===== src/sv/mnrt_pkg.sv =====
// ----------------------------------------------------------------------------
// mnrt_pkg: shared types and constants for the mesh neighbor/route table
// Commands, status codes, register indexes and default settings.
// ----------------------------------------------------------------------------
package mnrt_pkg;

	localparam int ADDR_W      = 48;
	localparam int NBR_DEPTH   = 32;
	localparam int ROUTE_DEPTH = 64;

	localparam logic [7:0] SUCC_WEIGHT_RST = 8'd205;
	localparam logic [7:0] RAND_WEIGHT_RST = 8'd51;

	typedef enum logic [1:0] {
		CMD_HELLO  = 2'd0,
		CMD_ADVERT = 2'd1,
		CMD_LOOKUP = 2'd2,
		CMD_NONE   = 2'd3
	} cmd_t;

	typedef enum logic [2:0] {
		NS_NA      = 3'd0,
		NS_ADDED   = 3'd1,
		NS_UPDATED = 3'd2,
		NS_FULL    = 3'd3,
		NS_UNKNOWN = 3'd4
	} nbr_status_t;

	typedef enum logic [2:0] {
		RS_ADDED   = 3'd0,
		RS_UPDATED = 3'd1,
		RS_IGNORED = 3'd2,
		RS_FULL    = 3'd3,
		RS_HIT     = 3'd4,
		RS_MISS    = 3'd5,
		RS_NONE    = 3'd6
	} rt_status_t;

	localparam logic [1:0] REG_LOCAL_ADDR = 2'd0;
	localparam logic [1:0] REG_SUCC_WT    = 2'd1;
	localparam logic [1:0] REG_RAND_WT    = 2'd2;

	typedef enum logic [3:0] {
		ST_IDLE,
		ST_NSCAN,
		ST_NWAIT,
		ST_NRD,
		ST_NCALC,
		ST_NWR,
		ST_DIV,
		ST_RSCAN,
		ST_RWAIT,
		ST_RWR,
		ST_OUT
	} state_t;

	// gap-based packet loss
	function automatic logic [7:0] seq_loss(input logic [7:0] gap);
		logic [7:0] l;
		if (gap <= 8'd1)
			l = 8'd0;
		else if (gap < 8'd16)
			l = {gap[3:0], 4'b0000};
		else
			l = 8'hFF;
		return l;
	endfunction

endpackage


===== src/sv/mnrt_nbr_mem.sv =====
// ----------------------------------------------------------------------------
// mnrt_nbr_mem: neighbor table storage
// One write port, one registered read port.
// ----------------------------------------------------------------------------
module mnrt_nbr_mem #(
	parameter int DEPTH = mnrt_pkg::NBR_DEPTH,
	parameter int AW    = $clog2(DEPTH)
) (
	input  logic          clk,
	input  logic          we,
	input  logic [AW-1:0] waddr,
	input  logic [71:0]   wdata,
	input  logic [AW-1:0] raddr,
	output logic [71:0]   rdata
);
	logic [71:0] mem [DEPTH];

	always_ff @(posedge clk) begin
		if (we)
			mem[waddr] <= wdata;
		rdata <= mem[raddr];
	end
endmodule


===== config.mk =====
export PLATFORM = sky130hd
export DESIGN_NAME = mnrt_nbr_mem
export DESIGN_NICKNAME = d
export VERILOG_FILES = /design/src/sv/mnrt_pkg.sv /design/src/sv/mnrt_nbr_mem.sv
export SDC_FILE = /design/constraint.sdc
export NUM_CORES = 2
export LEC_CHECK = 0
export BUFFER_PORTS_ARGS = -buffer_cell sky130_fd_sc_hd__clkbuf_2
export CORE_MARGIN = 2
export CORE_UTILIZATION = 45
export CTS_BUF_LIST = sky130_fd_sc_hd__clkbuf_8
export DETAILED_ROUTE_END_ITERATION = 6
export GPL_TIMING_DRIVEN = 0
export SYNTH_ARGS = -nofsm -noshare
export SYNTH_HDL_FRONTEND = slang
export SYNTH_SLANG_ARGS = --single-unit
export TNS_END_PERCENT = 20

===== constraint.sdc =====
create_clock -name clk -period 8.74 [get_ports clk]
set_input_delay 0.874 -clock clk [delete_from_list [all_inputs] [get_ports clk]]
set_output_delay 0.874 -clock clk [all_outputs]
set_load 0.02 [all_outputs]

After elaboration in Yosys (flattened, before gate mapping)
Memory sizes are Yosys's and may differ from the RTL's. A register that Yosys moved wholly into a read port is not among the register bits.
Cells that the tools add are included.
Operators by class
  mux-type cells: 2
Operator list (number)
  2-to-1 mux 1 bit: 2
Word-level totals
  bits of input ports: 84
  output and inout port bits: 72
  memories kept: 1
  word-level logic and storage cells: 3
  register bits after elaboration: 0
  RAM bits: 2304
Memories
  mem: depth 32, bits a word 72, read ports 1, clocked after Yosys merged registers in 1, write ports 1, RTL line mnrt_nbr_mem.sv:16  | logic [71:0] mem [DEPTH];

Depth between registers and ports, before layout
  word-level depth: 2
  depth in mapped cells: 9
  gate-level depth less buffers: 4

Worst setup path before layout
No wires, ideal clock.
  path type: input -> register
  from: input waddr[1]
  to: memory mem[12][0], enable pin
  data required time: 8237 ps
  library setup time: 503 ps
  buffers on the path: 1
  stages on the path: 3
  arrival: 4540 ps
  path slack: 3697 ps
  cell sequence: or3b_2 > clkbuf_1 > nor2_1
RTL lines
  start, declared: RTL line mnrt_nbr_mem.sv:11  | input logic [AW-1:0] waddr,
  end, declared: RTL line mnrt_nbr_mem.sv:16
Straight into the memory's write port.

==> metrics.csv <==
metric,value,unit
syn nets,4292,
Leakage,34.5,nW
Syn Inst Count,4208,
status,"complete, no violations",
CTS sink cnt,2376,
cell area after layout,0.103,mm2
"Seq/Total Area, Yosys",79.3,%
worst hold path type,input port to register,
top-count cell post-synth,edfxtp_1,
Fmax,279,MHz
area of the die,0.202,mm2
synth top area cells,"edfxtp_1 78%, mux4_2 7.5%, mux2i_1 6.3%",
post-placement cell area,0.0960,mm2
Synth area leader,edfxtp_1,
TritonRoute pass-1 iters,5,
via count,45800,
CTS tree,done,
Synth Cell Area,0.0891,mm2
"wirelength, routed",250,mm
unrepaired setup endpoints after global routing,false,
CTS root buf,clkbuf_8,
GRT overflow,0,
# IOs,156,
PortBufs,152,
max-cap violation count,0,
Die Y,449,um
Tot Pwr,23.0,mW
Max-slew headroom,3.93,%
worst clock skew,71.0,ps
Post-synth EDFFs,2304,
gp weighted congestion,0.775,
max-slew violations,0,
synth warn,0,
M1 wire length,97.9,mm
Slew @ Worst Pin,1440,ps
startpoint types,input port,
Worst R2R Path Depth,4,
# rows,163,
GRT Total Usage,24.6,%
required time worst endpoint,9700,ps
DRC,0,
critical path class,input port to register,
Starting Density,45.2,%
cts bufs inserted,400,
"Distinct cells, synth",32,
H-Tree Depth,5,
ys flop type,edfxtp_1,
register bit total from synthesis,2376,
clk buf depth,4,
metal2 WL,124,mm
hold_buf cts,0,
Nets,4969,
crit-path max FO,10,
clock transition at the registers of the reported paths,60,ps
Worst Hold Depth,1,
type of destination of the critical path,register,
highest metal used,met5,
worst path arrival time,4540,ps
largest net degree at the start of global routing,33,
setup bufs post-CTS,0,
PostCTS Resize Cnt,0,
antenna violations before repair,19,
final setup violating endpoints,0,
Syn-to-layout area delta,15.8,%
clock latency on the worst-skew pair,1080,ps
Min Hold Slack,417,ps
commonest cells in the netlist,"2304 x edfxtp_1, 560 x mux2i_1, 367 x a22oi_1, 296 x mux4_2, 138 x nand3_1",
ys async rst share,0,%
HPWL Detailed,161,mm
DR WL/cell,31.9,um
pwr/cell area,223,mW/mm2
Final period util,41.1,%
dpl cells,7123,
first-pass GRT wire length,350,mm
Post-DRT Antenna Nets,0,
vias in the first global route,47000,
Final Hold Viols,0,
minimum clock period,3590,ps
initial drt markers,5673,
core area,0.197,mm2
syn avg cell area,21.2,um2
layout cells sized above 1,23.5,%
Non-Filler Instances,7820,
post-synth top area share,77.6,%
Final TNS setup,0,ps
Routed met3 length,18.8,mm
Peak VDD IR,0.166,mV
drt via density,5.86,
die width,449,um
-- worst max-delay path: stages --
cell	delay (ps)
buf_2	250
nor2b_1	630
and2_1	230
clkbuf_1	840
clkbuf_1	1060
a22oi_1	230
nand3_1	400
-- layer usage --
metal / up-vias / GRT usage, %
li1: 19100 / -
met1: 24100 / 32.4
met2: 2167 / 41.2
met3: 451 / 4.45
met4: 4 / 8.38
met5: - / 0
-- state kept, by name (all words and copies together), names as in the netlist --
| name | flops |
|---|---|
| rdata | 72 |
| mem | 2304 |
-- where the power goes --
group	internal, mW	switching (mW)	total (mW)
Sequential	12.7	0.0416	12.7
Combinational	0.410	0.863	1.27
Clock	4.67	4.37	9.04
Total	17.8	5.27	23.0
-- worst paths after layout --
| check | from | end | slack, ps |
|---|---|---|---|
| max | raddr[1] | rdata[70] | 5150 |
| min | wdata[64] | mem[19][64] | 420 |
| max reg2reg | mem[15][1] | rdata[1] | 6800 |
| min reg2reg | mem[19][54] | rdata[54] | 710 |
-- per-stage QoR --
step / worst slack, ps / utilization (%)
after floorplan: 3700 / -
after global placement: -1630 / 47.3
after detailed placement: 4250 / 48.7
after CTS: 5440 / 52.4
after global routing: 5330 / 52.4
final: 5150 / 52.4
-- final cells by class --
type | instances | area (um2)
multi-input combinational | 1595 | 17500
clock inverter | 271 | 1320
fill | 15700 | 93800
tap | 2640 | 3300
buffer | 237 | 1280
sequential | 2376 | 70600
clock buffer | 423 | 5820
timing repair buffer | 275 | 3350
antenna | 3 | 7.51
-- layout by cell type (no fill, tap or decap), types with 4 or more instances in the layout --
cell type   synthesis  routed
clkinv_2            0      35
buf_16              0      18
clkbuf_1          100      96
clkbuf_8            0     423
buf_4              21      21
nor2_4              0      32
clkinvlp_4          0       4
nand4_1            27      27
clkbuf_2            0     156
clkinv_1            0      75
mux2i_1           560     560
nand3b_1            5       5
nor2b_1            19      19
a22oi_1           367     367
buf_6              28      28
buf_12              0     104
a21oi_1             6       6
a31oi_1            39      39
a22o_1             45      45
nor2_1             39       6
dfxtp_1            72      72
a221oi_1            6       6
inv_1               0     144
buf_1               7       7
and2_1              9       9
o211ai_1            6       6
mux4_2            296     296
nand2_1             9       9
nand3_1           138     138
o21ai_0             6       6
edfxtp_1         2304    2304
bufinv_16           0       8
buf_2              81      81
-- cell families after synthesis --
logic type	after synthesis	share of synthesized area (%)
AO/OA/AOI/OAI	477	4.00
multiplexers	856	13.8
flip-flops	2376	79.3
AND/OR/NAND/NOR	262	1.53
buffers and inverters	237	1.44
No activity file was read; power rests on OpenSTA's default activity.
