==> config.mk <==
export PLATFORM = sky130hd
export DESIGN_NAME = mnrt_divider
export DESIGN_NICKNAME = d
export VERILOG_FILES = /design/src/sv/mnrt_divider.sv
export SDC_FILE = /design/constraint.sdc
export NUM_CORES = 1
export LEC_CHECK = 0
export ABC_AREA = 1
export BUFFER_PORTS_ARGS = -buffer_cell sky130_fd_sc_hd__buf_4
export CAP_MARGIN = 20
export CORE_MARGIN = 2
export CORE_UTILIZATION = 50
export DETAILED_ROUTE_END_ITERATION = 16
export MAX_ROUTING_LAYER = met4
export PLACE_DENSITY = 0.73
export SYNTH_ARGS = -nofsm -noshare
export SYNTH_HDL_FRONTEND = slang
export SYNTH_SLANG_ARGS = --single-unit
==> constraint.sdc <==
create_clock -name clk -period 3 [get_ports clk]
set_input_delay 0.3 -clock clk [delete_from_list [all_inputs] [get_ports clk]]
set_output_delay 0.3 -clock clk [all_outputs]
set_load 0.01 [all_outputs]
==> src/sv/mnrt_divider.sv <==
// ----------------------------------------------------------------------------
// mnrt_divider: restoring divider, one quotient bit per cycle
// Divides a 16-bit dividend by an 8-bit nonzero divisor.
// ----------------------------------------------------------------------------
module mnrt_divider (
	input  logic        clk,
	input  logic        arst_n,
	input  logic        start,
	input  logic [15:0] dividend,
	input  logic [7:0]  divisor,
	output logic        done,
	output logic [15:0] quotient
);
	logic [15:0] quo_q;
	logic [8:0]  rem_q;
	logic [7:0]  dvs_q;
	logic [4:0]  cnt_q;
	logic        busy_q;
	logic [9:0]  trial;

	assign trial = {rem_q, quo_q[15]} - {2'b00, dvs_q};

	always_ff @(posedge clk or negedge arst_n) begin
		if (!arst_n) begin
			busy_q <= 1'b0;
			cnt_q  <= '0;
			done   <= 1'b0;
		end else begin
			done <= 1'b0;
			if (start) begin
				busy_q <= 1'b1;
				cnt_q  <= 5'd16;
			end else if (busy_q) begin
				cnt_q <= cnt_q - 5'd1;
				if (cnt_q == 5'd1) begin
					busy_q <= 1'b0;
					done   <= 1'b1;
				end
			end
		end
	end

	always_ff @(posedge clk) begin
		if (start) begin
			quo_q <= dividend;
			rem_q <= '0;
			dvs_q <= divisor;
		end else if (busy_q) begin
			if (!trial[9]) begin
				rem_q <= trial[8:0];
				quo_q <= {quo_q[14:0], 1'b1};
			end else begin
				rem_q <= {rem_q[7:0], quo_q[15]};
				quo_q <= {quo_q[14:0], 1'b0};
			end
		end
	end

	assign quotient = quo_q;
endmodule

**Word level (Yosys, flattened, before mapping)**

Index checks and enable logic that the tools add are counted.

- Bits in registers: 40
- Bits in latches: 0
- Bits in writable memories: 0
- ROM bits: 0
- Input bits: 27
- Output and inout port bits: 17
- Logic and storage cells: 22
- Memories: 0

- Add/subtract/negate cells: 2
- Multipliers: 0
- Div/mod/pow operators: 0
- Magnitude comparators: 0
- Equal/unequal tests: 1
- Shift operators: 0
- Mux-type cells: 12
- Bitwise operators: 0
- Reduce and logical (&&, ||, !) cells: 1

Operator list:

| cell | number |
|---|---|
| $mux W16 | 2 |
| $mux W5 | 2 |
| $sub A10 B8 Y10 | 1 |
| $mux W9 | 1 |
| $mux W1 | 7 |
| $eq A5 B1 Y1 const B | 1 |
| $sub A5 B1 Y5 const B | 1 |
| $reduce_bool A2 Y1 | 1 |

**Longest topological paths before layout**

Gate-level depths: netlist (run 1).

- Word-level depth: 4
- Gate-level depth with buffers: 14
- Mapped depth without buffers: 14

**Least setup slack after synthesis (run 1)**

Ideal clock, no wire load.

- Path type: register to register
- Start point: reg quo_q[15] (netlist: quotient[15])
- End point: reg rem_q[8]
- Data arrival time: 1601 ps
- Data required time: 2887 ps
- Slack: 1286 ps
- Cell stages (with the launch flop): 14
- Path buffers: 0
- Period minus slack after synthesis: 1714 ps
- Cells stage by stage: edfxtp_1 > inv_1 > ha_1 > fa_1 > inv_1 > nand2_1 > nand2_1 > nand2_1 > nand3_1 > nand2_1 > inv_1 > nand2_1 > nand3_1 > nand2_1

- Longest elaborated chain between the ends: 2

RTL lines:

| what | RTL line | text |
|---|---|---|
| start, declared | 14 | `logic [15:0] quo_q;` |
| start signal, assigned | 45 | `quo_q <= dividend;` |
| start signal, assigned | 51 | `quo_q <= {quo_q[14:0], 1'b1};` |
| start signal, assigned | 54 | `quo_q <= {quo_q[14:0], 1'b0};` |
| $sub A10 B8 Y10 | 21 | `assign trial = {rem_q, quo_q[15]} - {2'b00, dvs_q};` |
| $mux W9 | 49 | `if (!trial[9]) begin` |
| end signal, assigned | 50 | `rem_q <= trial[8:0];` |
| end signal, assigned | 53 | `rem_q <= {rem_q[7:0], quo_q[15]};` |
| end, declared | 15 | `logic [8:0] rem_q;` |

No other way between the ends.
A chain may end at the register's enable or synchronous reset.

**Final worst setup path (run 1)**

- Start point: reg rem_q[5]
- End point: reg rem_q[1]

- Longest elaborated chain between the ends: 2

RTL lines:

| what | RTL line |
|---|---|
| $sub A10 B8 Y10 | 21 |
| $mux W9 | 49 |

No other way between the ends.

==> flow_summary_export.csv, run 1 <==
group,metric,value,unit
place,gp_congestion,0.843,
critical_path,cp.required,3.20,ns
synthesis,yosys.cell_types.count,25,
sta,clock_skew,0.0109,ns
grt,grt_max_degree,28,
sta,setup_tns,0,ns
clock_network,cts_tree,"built",
floorplan,die_area,5000,sq um
clock_network,clk_pin_slew,0.09,ns
floorplan,num_rows,24,
critical_path,cp-start-kind,"flop",
clock_network,cts_hold_buf,1,
route,ant_nets,0,
power,power.density,738,nW/um^2
floorplan,dieHeight,70.7,um
sta,report.final.slew_viol_count,0,
power,p_leak,1.45,nW
cells_and_area,nets,363,
min_path,hold_class,"input pin to flop",
clock_network,cts_max_level,2,
critical_path,cp_max_fo,11,
outcome,status,"completed",
route,vias,1858,
clock_network,cts_resized,0,
synthesis,synth_seq_cells,40,
route,drc,0,
route,drtIter0Drc,72,
cells_and_area,drive_above_1_share,19.0,%
cells_and_area,syn2layout_area_growth,20.6,%
floorplan,die_w,70.7,um
grt,grt_overflow,0,
sta,period_share,74.3,%
cells_and_area,nFillCells,412,
cells_and_area,layout_commonest_cell,"nand2_1",
synthesis,yosysWarningCount,0,
cells_and_area,n_antenna_cell,0,
clock_network,cts_root_buffer,"clkbuf_8",
critical_path,endpoint_kind,"flop",
floorplan,ios,44,
cells_and_area,mostFrequentLayoutCells,"112 x nand2_1, 46 x inv_1, 44 x buf_4",
clock_network,clock-sinks,40,
grt,grt_usage,20.1,%
sta,rsz0062_at_grt,"false",
sta,hold_violations,0,
synthesis,synthTopCellsByArea,"edfxtp_1 32%, nand2_1 19%, dfxtp_1 8.1%, dfrtp_1 7.9%, inv_1 7.8%",
place,numPortBuffers,43,
critical_path,worst-setup-path-type,"flop to flop",
floorplan,core,4320,sq um
route,finalWirelength,4540,um
floorplan,start_util,51.5,%
synthesis,yosys.area.top_type,"edfxtp_1",
grt,grt_pass1_wl,7810,um
grt,grt_pass1_vias,1832,
clock_network,clock_latency,0.30,ns
route,firstDrtPassIters,4,
power,vdd_ir_drop_max,0.366,mV
critical_path,arrival,2.43,ns
synthesis,synth_area_per_cell,7.92,sq um
clock_network,numCtsBuffers,5,
sta,slew_headroom,54.5,%
run,maxCapViolations,0,
sta,min_period,2.23,ns
sta,setup_viol,0,
place,dpl.hpwl,3360,um
synthesis,synth_cells,281,
synthesis,syn_area,2230,sq um
synthesis,ys_seq_area_share,48.3,%
route,via_per_inst,4.92,
route,wl_per_cell,12.0,um
clock_network,cts_buffer_depth,2,
grt,antenna_found_initial,0,
sta,fmax,449,MHz
synthesis,synth_top_cell_area_share,32.4,%
synthesis,synthesis.nets,319,
clock_network,postCtsSetupRepairBufs,0,
place,place_inst,369,
cells_and_area,final_cells,378,
sta,worst_slew_pin_slew,0.680,ns
worst paths after layout:
check | startpoint | to | slack, ns | cells after the start
max in group asynchronous | arst_n | cnt_q[1] | 2.52 | 2
min in group asynchronous | arst_n | cnt_q[0] | 0.35 | 2
hold / removal | divisor[1] | dvs_q[1] | 0.17 | 1
setup reg to reg | rem_q[5] | rem_q[1] | 0.77 | 9
hold reg to reg | rem_q[1] | rem_q[1] | 0.48 | 2
setup / recovery | rem_q[5] | rem_q[1] | 0.77 | 9
final cells by class:
class	instances	area (sq um)	share of cell area [%]
clock inverter	2	12.5	0.466
sequential	40	1080	40.1
multi-input combinational	187	925	34.4
timing repair buffer	45	340	12.7
tap	52	65.1	2.42
inverter	46	173	6.43
clock buffer	6	93.8	3.49
worst max-delay path: stages, from the launching register on:
cell and delay (ns):
dfxtp_1 0.34, ha_1 0.37, nand2_1 0.08, nand2_1 0.06, a21oi_1 0.25, nand4_1 0.46, nand2_2 0.34, nand2_1 0.09
nand3_1 0.09, nand2_1 0.05
synth_stat cells:
library cell	n
buf_1	1
fa_1	1
a21oi_1	6
o22ai_1	1
xor2_1	2
edfxtp_1	24
a31oi_1	1
nor4_1	1
nor2_1	9
o21ai_0	4
nand3_2	3
ha_1	10
clkbuf_1	4
nand3_1	23
nand2_1	112
dfrtp_1	7
nand4_1	4
nand3b_1	1
dfxtp_1	9
xnor2_1	2
nand2_2	4
nor2_2	2
inv_1	46
or2_2	1
buf_6	3
power by group:
part,internal (mW),switching [mW]
combinational,0.321,0.485
clock,0.213,0.197
sequential,0.694,0.0718
flip-flops by register name, indices dropped and copies added (netlist names):
register,cells
cnt_q,5
done,1
busy_q,1
quotient,16
rem_q,9
dvs_q,8
metal layers:
| metal | GRT usage [%] | wire length [um] | vias up |
|---|---|---|---|
| li1 | - | - | 964 |
| met1 | 25.5 | 2150 | 843 |
| met2 | 32.8 | 2140 | 45 |
| met3 | 3.99 | 193 | 6 |
| met4 | 5.66 | 60 | 0 |
| met5 | - | 0 | - |
cells by family after synthesis:
logic type	after synthesis	share of synthesized area, %
compound gates	12	2.81
buf+inv	54	10.1
flops	40	48.3
simple gates	160	30.6
xor+xnor	4	1.57
fa+ha+maj	11	6.52
per-stage QoR:
step           area, sq um  util (%)  setup WS, ns  hold slack, ns  power (mW)
2_1_floorplan         2230         -          1.29         0.00441        1.38
4_1_cts               2690      62.1         0.777           0.169        1.99
3_3_place_gp          2570      59.4         0.852           0.118        1.56
5_1_grt               2690      62.1         0.519           0.163        2.14
6_report              2690      62.1         0.771           0.171        1.98
3_5_place_dp          2570      59.4         0.799           0.117        1.57
No activity file was read; power rests on OpenSTA's default activity.
==> run 2: changes to the inputs <==
--- a/config.mk
+++ b/config.mk
@@ -5,14 +5,14 @@
 export SDC_FILE = /design/constraint.sdc
 export NUM_CORES = 1
 export LEC_CHECK = 0
-export ABC_AREA = 1
+export ABC_AREA = 0
 export BUFFER_PORTS_ARGS = -buffer_cell sky130_fd_sc_hd__buf_4
 export CAP_MARGIN = 20
 export CORE_MARGIN = 2
 export CORE_UTILIZATION = 50
 export DETAILED_ROUTE_END_ITERATION = 16
 export MAX_ROUTING_LAYER = met4
-export PLACE_DENSITY = 0.73
+export PLACE_DENSITY = 0.74
 export SYNTH_ARGS = -nofsm -noshare
 export SYNTH_HDL_FRONTEND = slang
 export SYNTH_SLANG_ARGS = --single-unit
==> constraint.sdc (replaced) <==
create_clock -name clk -period 2.25 [get_ports clk]
set_input_delay 0.225 -clock clk [delete_from_list [all_inputs] [get_ports clk]]
set_output_delay 0.225 -clock clk [all_outputs]
set_load 0.01 [all_outputs]
==> run 2 against run 1 <==
Effect of this change:
- hold slack got worse by 0.071 ns
- fmax up 3.2%
- sequential share of layout area about the same
- die area shrank 4.2%
- critical path depth is 1 lower
- routed wire length fell by 14%
- power grew 33%
- sequential power increased by 40%
- clock skew up 0.0013 ns
- critical path type unchanged
==> flow_summary_export.csv, run 2 <==
group,metric,value,unit
clock_network,numCtsBuffers,5,
sta,holdWs,0.0998,ns
floorplan,die_w,69.2,um
critical_path,cp.required,2.46,ns
synthesis,yosysWarningCount,0,
cells_and_area,n_antenna_cell,0,
floorplan,dieHeight,69.2,um
synthesis,synth_commonest_cells,"24 x edfxtp_1, 16 x mux2_2, 15 x nor2_1",
synthesis,synth_cells,181,
critical_path,cp-start-kind,"flop",
power,p_leak,1.13,nW
synthesis,synth_seq_cells,40,
critical_path,worst-setup-path-type,"flop to flop",
floorplan,ios,44,
cells_and_area,syn2layout_area_growth,26.4,%
cells_and_area,nFillCells,306,
grt,grt_max_degree,50,
power,p_int,1.78,mW
floorplan,die_area,4790,sq um
synthesis,synthTopCellsByArea,"edfxtp_1 34%, dfxtp_1 8.5%, mux2_2 8.5%, dfrtp_1 8.2%, ha_1 5.9%",
synthesis,syn_area,2130,sq um
route,wl_per_cell,14.0,um
clock_network,cts_buffer_depth,2,
synthesis,synthFlopType,"edfxtp_1",
synthesis,synth_area_per_cell,11.8,sq um
clock_network,cts_max_level,2,
sta,fmax,463,MHz
run,maxCapViolations,0,
power,p_seq_share,40.4,%
grt,grt_overflow,0,
synthesis,yosys.cell_types.count,47,
sta,hold_violations,0,
route,drc,0,
power,share_clk_of_total_power,18.7,%
sta,slew_headroom,62.8,%
route,finalWirelength,3930,um
clock_network,cts_tree,"built",
synthesis,synthesis.nets,219,
route,firstDrtPassIters,4,
route,ant_nets,0,
power,p_switching,0.860,mW
cells_and_area,final_cells,281,
clock_network,cts_root_buffer,"clkbuf_8",
floorplan,start_util,52.4,%
sta,setup_tns,0,ns
cells_and_area,layout_commonest_cell,"buf_4",
synthesis,synth_edf_count,24,
power,p_sw_share,32.5,%
power,power.density,983,nW/um^2
sta,min_period,2.16,ns
grt,grt_pass1_vias,1503,
sta,period_share,96.0,%
synthesis,synth_top_cell_area_share,33.9,%
synthesis,ys_seq_area_share,50.6,%
grt,grt_pass1_wl,6610,um
critical_path,endpoint_kind,"flop",
power,p_comb_share,40.9,%
floorplan,core,4060,sq um
clock_network,clock-sinks,40,
outcome,status,"completed",
cells_and_area,drive_above_1_share,41.6,%
grt,grt_usage,17.8,%
floorplan,num_rows,23,
clock_network,clk_pin_slew,0.09,ns
route,via_per_inst,5.43,
place,numPortBuffers,43,
min_path,hold_class,"input pin to flop",
route,vias,1526,
place,gp_congestion,0.893,
synthesis,synth.most_common_cell,"edfxtp_1",
cells_and_area,nets,268,
cells_and_area,largest_register_ffs,16,
cells_and_area,mostFrequentLayoutCells,"47 x buf_4, 24 x edfxtp_1, 16 x mux2_2",
place,dpl.hpwl,2680,um
critical_path,cp_max_fo,5,
power,vdd_ir_drop_max,0.539,mV
route,drtIter0Drc,117,
grt,antenna_found_initial,0,
sta,report.final.slew_viol_count,0,
sta,clock_skew,0.0123,ns
clock_network,clock_latency,0.29,ns
place,place_inst,269,
synthesis,synth-async-reset-ratio,17.5,%
place,pre_cts_ws,-0.00232,ns
critical_path,arrival,2.37,ns
sta,setup_viol,0,
sta,worst_slew_pin_slew,0.558,ns
synthesis,yosys.area.top_type,"edfxtp_1",
sta,fin_ws,0.0898,ns
-- run 2: cell count changes after synthesis, sizes merged, moves of 7 or more --
| cell | previous run | this run |
|---|---|---|
| a211oi | 0 | 9 |
| inv | 46 | 14 |
| mux2 | 0 | 17 |
| nand2 | 116 | 7 |
| nand2b | 0 | 7 |
| nand3 | 26 | 1 |
-- run 2: what timing repair did --
item	CTS	global route
setup buffers	1	2
gates resized for setup	1	15
pin swaps	1	4
endpoints found under the setup margin	1	5
hold buffers	1	0
endpoints found under the hold margin	7	0
-- run 2: path summary, 6_finish.rpt --
kind                            start  endpoint  cells past startpoint  slack [ns]
hold reg to reg              cnt_q[4]  cnt_q[4]                      2        0.53
setup / recovery             dvs_q[7]  rem_q[0]                      8        0.09
max in group asynchronous      arst_n  cnt_q[3]                      2        1.85
setup reg to reg             dvs_q[7]  rem_q[0]                      8        0.09
hold / removal             divisor[6]  dvs_q[6]                      1         0.1
min in group asynchronous      arst_n  cnt_q[4]                      2        0.28
-- run 2: final cells by class --
| cell class | instances | area [sq um] | share of cell area [%] |
|---|---|---|---|
| Multi-Input combinational cell | 119 | 1020 | 37.8 |
| Tap cell | 50 | 62.6 | 2.33 |
| Timing Repair Buffer | 50 | 385 | 14.3 |
| Clock inverter | 2 | 10.0 | 0.372 |
| Inverter | 14 | 52.6 | 1.96 |
| Clock buffer | 6 | 82.6 | 3.07 |
| Sequential cell | 40 | 1080 | 40.1 |
-- run 2: routing by layer --
metal  track usage, %  share of wire, %  wire length [um]  vias up
met1             21.4                42              1650      714
met3             4.36               5.1               201        7
met4             7.19               2.0                78        0
met5                -                 0                 0        -
li1                 -                 -                 -      749
met2             28.7                51              2000       56
-- run 2: cells by family after synthesis --
group	count (synthesis)	share of synthesized area, %
AND/OR/NAND/NOR	47	12.9
flip-flops	40	50.6
AO/OA/AOI/OAI	31	10.4
buffers and inverters	22	4.41
multiplexers	21	10.9
adder cells (fa/ha/maj)	11	6.82
XOR/XNOR	9	4.06
-- run 2: metrics by stage --
step | util (%) | power [mW] | cell area (sq um)
after global routing | 66.2 | 2.83 | 2690
final | 66.2 | 2.64 | 2690
after detailed placement | 61.5 | 1.99 | 2490
after global placement | 61.5 | 1.96 | 2490
after floorplan | - | 1.74 | 2130
after CTS | 64.4 | 2.53 | 2620
-- run 2: power groups by stage --
| stage | clock network, mW | logic, mW | registers [mW] |
|---|---|---|---|
| 2_1_floorplan | 0 | 0.665 | 1.07 |
| 4_1_cts | 0.509 | 0.953 | 1.07 |
| 6_report | 0.495 | 1.08 | 1.07 |
| 5_1_grt | 0.542 | 1.19 | 1.09 |
| 3_3_place_gp | 0 | 0.889 | 1.07 |
| 3_5_place_dp | 0 | 0.920 | 1.07 |
-- run 2: critical path: stages, from the launching register on --
cell	delay, ns
edfxtp_1	0.34
inv_1	0.05
ha_1	0.35
nand3_2	0.12
o221ai_1	0.25
nor2_2	0.13
xnor2_4	0.28
mux2_4	0.34
a211oi_2	0.21
==> run 3: changes to the inputs <==
==> constraint.sdc (replaced) <==
create_clock -name clk -period 2.3 [get_ports clk]
set_input_delay 0.23 -clock clk [delete_from_list [all_inputs] [get_ports clk]]
set_output_delay 0.23 -clock clk [all_outputs]
set_load 0.01 [all_outputs]
==> run 3 against run 2 <==
Effect of this change:
- sequential share of layout area rose by 1.2 points
- routed wire length fell by 3.2%
- final cell count down 1.1%
- power shrank 7.8%
- worst setup slack improved by 0.0066 ns
- combinational power decreased by 14%
- final area shrank 3.1%
- clock skew shrank 0.0037 ns
- largest cell class unchanged
- largest power group is now sequential cells
- highest routed layer unchanged
==> flow_summary_export.csv, run 3 (same netlist as run 2, synthesis figures left out) <==
group,metric,value,unit
power,power.total,2.43,mW
route,firstDrtPassIters,4,
cells_and_area,layout_commonest_cell,"buf_4",
floorplan,die_w,69.2,um
critical_path,r2r-end,"rem_q[0]",
sta,clock_skew,0.00851,ns
cells_and_area,register_area,1080,sq um
route,wl_per_cell,13.7,um
critical_path,r2r_slack,0.1,ns
sta,hold_violations,0,
clock_network,numCtsBuffers,5,
grt,grt_usage,17.7,%
min_path,holdPathEnd,"dvs_q[0]",
route,via_per_inst,5.28,
critical_path,endpoint_kind,"flop",
cells_and_area,mostFrequentLayoutCells,"45 x buf_4, 24 x edfxtp_1, 16 x mux2_2",
critical_path,cp_max_fo,6,
floorplan,core,4060,sq um
min_path,min_path_cells,1,
floorplan,die_area,4790,sq um
grt,grt_pass1_vias,1482,
floorplan,num_rows,23,
cells_and_area,syn2layout_area_growth,22.4,%
clock_network,cts_tree,"built",
critical_path,cp.required,2.51,ns
clock_network,clk_pin_slew,0.08,ns
cells_and_area,largest_register_ffs,16,
grt,grt_max_degree,50,
sta,report.final.slew_viol_count,0,
sta,worst_slew_pin_slew,0.545,ns
cells_and_area,nets,265,
route,drc,0,
min_path,hold_class,"input pin to flop",
critical_path,slowest_stage,"ha_1",
critical_path,crit_family,"compound AO/OA/AOI/OAI gates",
route,finalWirelength,3800,um
floorplan,start_util,52.4,%
clock_network,clock_latency,0.29,ns
cells_and_area,multi_input_area,968,sq um
route,ant_nets,0,
critical_path,worst-setup-path-type,"flop to flop",
sta,min_period,2.20,ns
grt,grt_pass1_wl,6680,um
route,drtIter0Drc,93,
critical_path,r2r_cells,7,
cells_and_area,drive_above_1_share,35.5,%
power,vdd_ir_drop_max,0.559,mV
run,maxCapViolations,0,
grt,grt_overflow,0,
place,gp_congestion,0.890,
power,p_leak,1.10,nW
cells_and_area,final_cells,278,
place,numPortBuffers,43,
cells_and_area,fin_util,64.2,%
grt,antenna_found_initial,0,
critical_path,cp-start-kind,"flop",
outcome,status,"completed",
critical_path,critical-path-max-stage-delay,0.38,ns
critical_path,crit_buf_inv,0,
sta,setup_viol,0,
sta,period_share,95.8,%
cells_and_area,nFillCells,321,
place,dpl.hpwl,2680,um
floorplan,ios,44,
clock_network,cts_root_buffer,"clkbuf_8",
cells_and_area,n_antenna_cell,0,
clock_network,cts_buffer_depth,2,
sta,slew_headroom,63.6,%
clock_network,cts_max_level,2,
critical_path,arrival,2.42,ns
min_path,min_from,"divisor[0]",
sta,fmax,454,MHz
place,place_inst,268,
route,vias,1469,
floorplan,dieHeight,69.2,um
power,power.density,935,nW/um^2
critical_path,r2r_start,"rem_q[5]",
clock_network,clock-sinks,40,
critical_path,cp_cell_sequence,"ha_1 > a21oi_1 > o221ai_1 > nor2_2 > xnor2_4 > mux2_1 > a211oi_2",
run 3: per-stage QoR:
step	cell area [sq um]	hold slack [ns]	TNS, ns	setup slack (ns)
finish	2600	0.111	0	0.0965
detailed placement	2490	0.0464	0	0.130
CTS	2580	0.104	0	0.105
floorplan	2130	-0.0656	0	0.219
global route	2600	0.0972	-0.00330	-0.00330
global placement	2490	0.0430	0	0.178
run 3: area by class of cell:
class / count / share of cell area [%]
Sequential cell: 40 / 41.3
Multi-Input combinational cell: 119 / 37.2
Clock inverter: 1 / 0.336
Tap cell: 50 / 2.40
Inverter: 14 / 2.02
Timing Repair Buffer: 47 / 13.8
Clock buffer: 7 / 2.93
run 3: where the power goes:
part / total (mW) / leakage, nW / switching (mW) / internal (mW)
Sequential: 1.04 / 0.406 / 0.120 / 0.924
Combinational: 0.930 / 0.651 / 0.434 / 0.496
Clock: 0.460 / 0.0424 / 0.244 / 0.217
run 3: per-layer routing:
layer / wire (um) / vias up / global-route usage (%)
met5: 0 / - / -
met4: 58 / 0 / 5.88
met3: 147 / 5 / 4.80
met2: 1900 / 33 / 28.3
met1: 1700 / 689 / 21.7
li1: - / 742 / -
run 3: worst reg2reg max path, stage by stage (launching register included):
cell      delay (ns)
dfxtp_1         0.35
ha_1            0.38
a21oi_1         0.21
o221ai_1        0.15
nor2_2          0.26
xnor2_4         0.20
mux2_1          0.36
a211oi_2        0.22
run 3: worst max-delay path by stage:
stage / cells after the start / slack, ns / to / start
6_report: 7 / 0.1 / rem_q[0] / rem_q[5]
5_1_grt: 7 / -0.003 / rem_q[0] / rem_q[5]
4_1_cts: 9 / 0.10 / rem_q[6] / dvs_q[7]
3_5_place_dp: 9 / 0.13 / rem_q[6] / quotient[15]
3_3_place_gp: 8 / 0.18 / rem_q[2] / rem_q[5]
2_1_floorplan: 9 / 0.22 / rem_q[6] / quotient[15]
run 3: repair_timing:
action / in CTS / in global routing
buffers inserted: 0 / 1
endpoints found under the setup margin: 0 / 6
endpoints found under the hold margin: 7 / 0
resized for setup: 0 / 3
hold buffers: 1 / 0
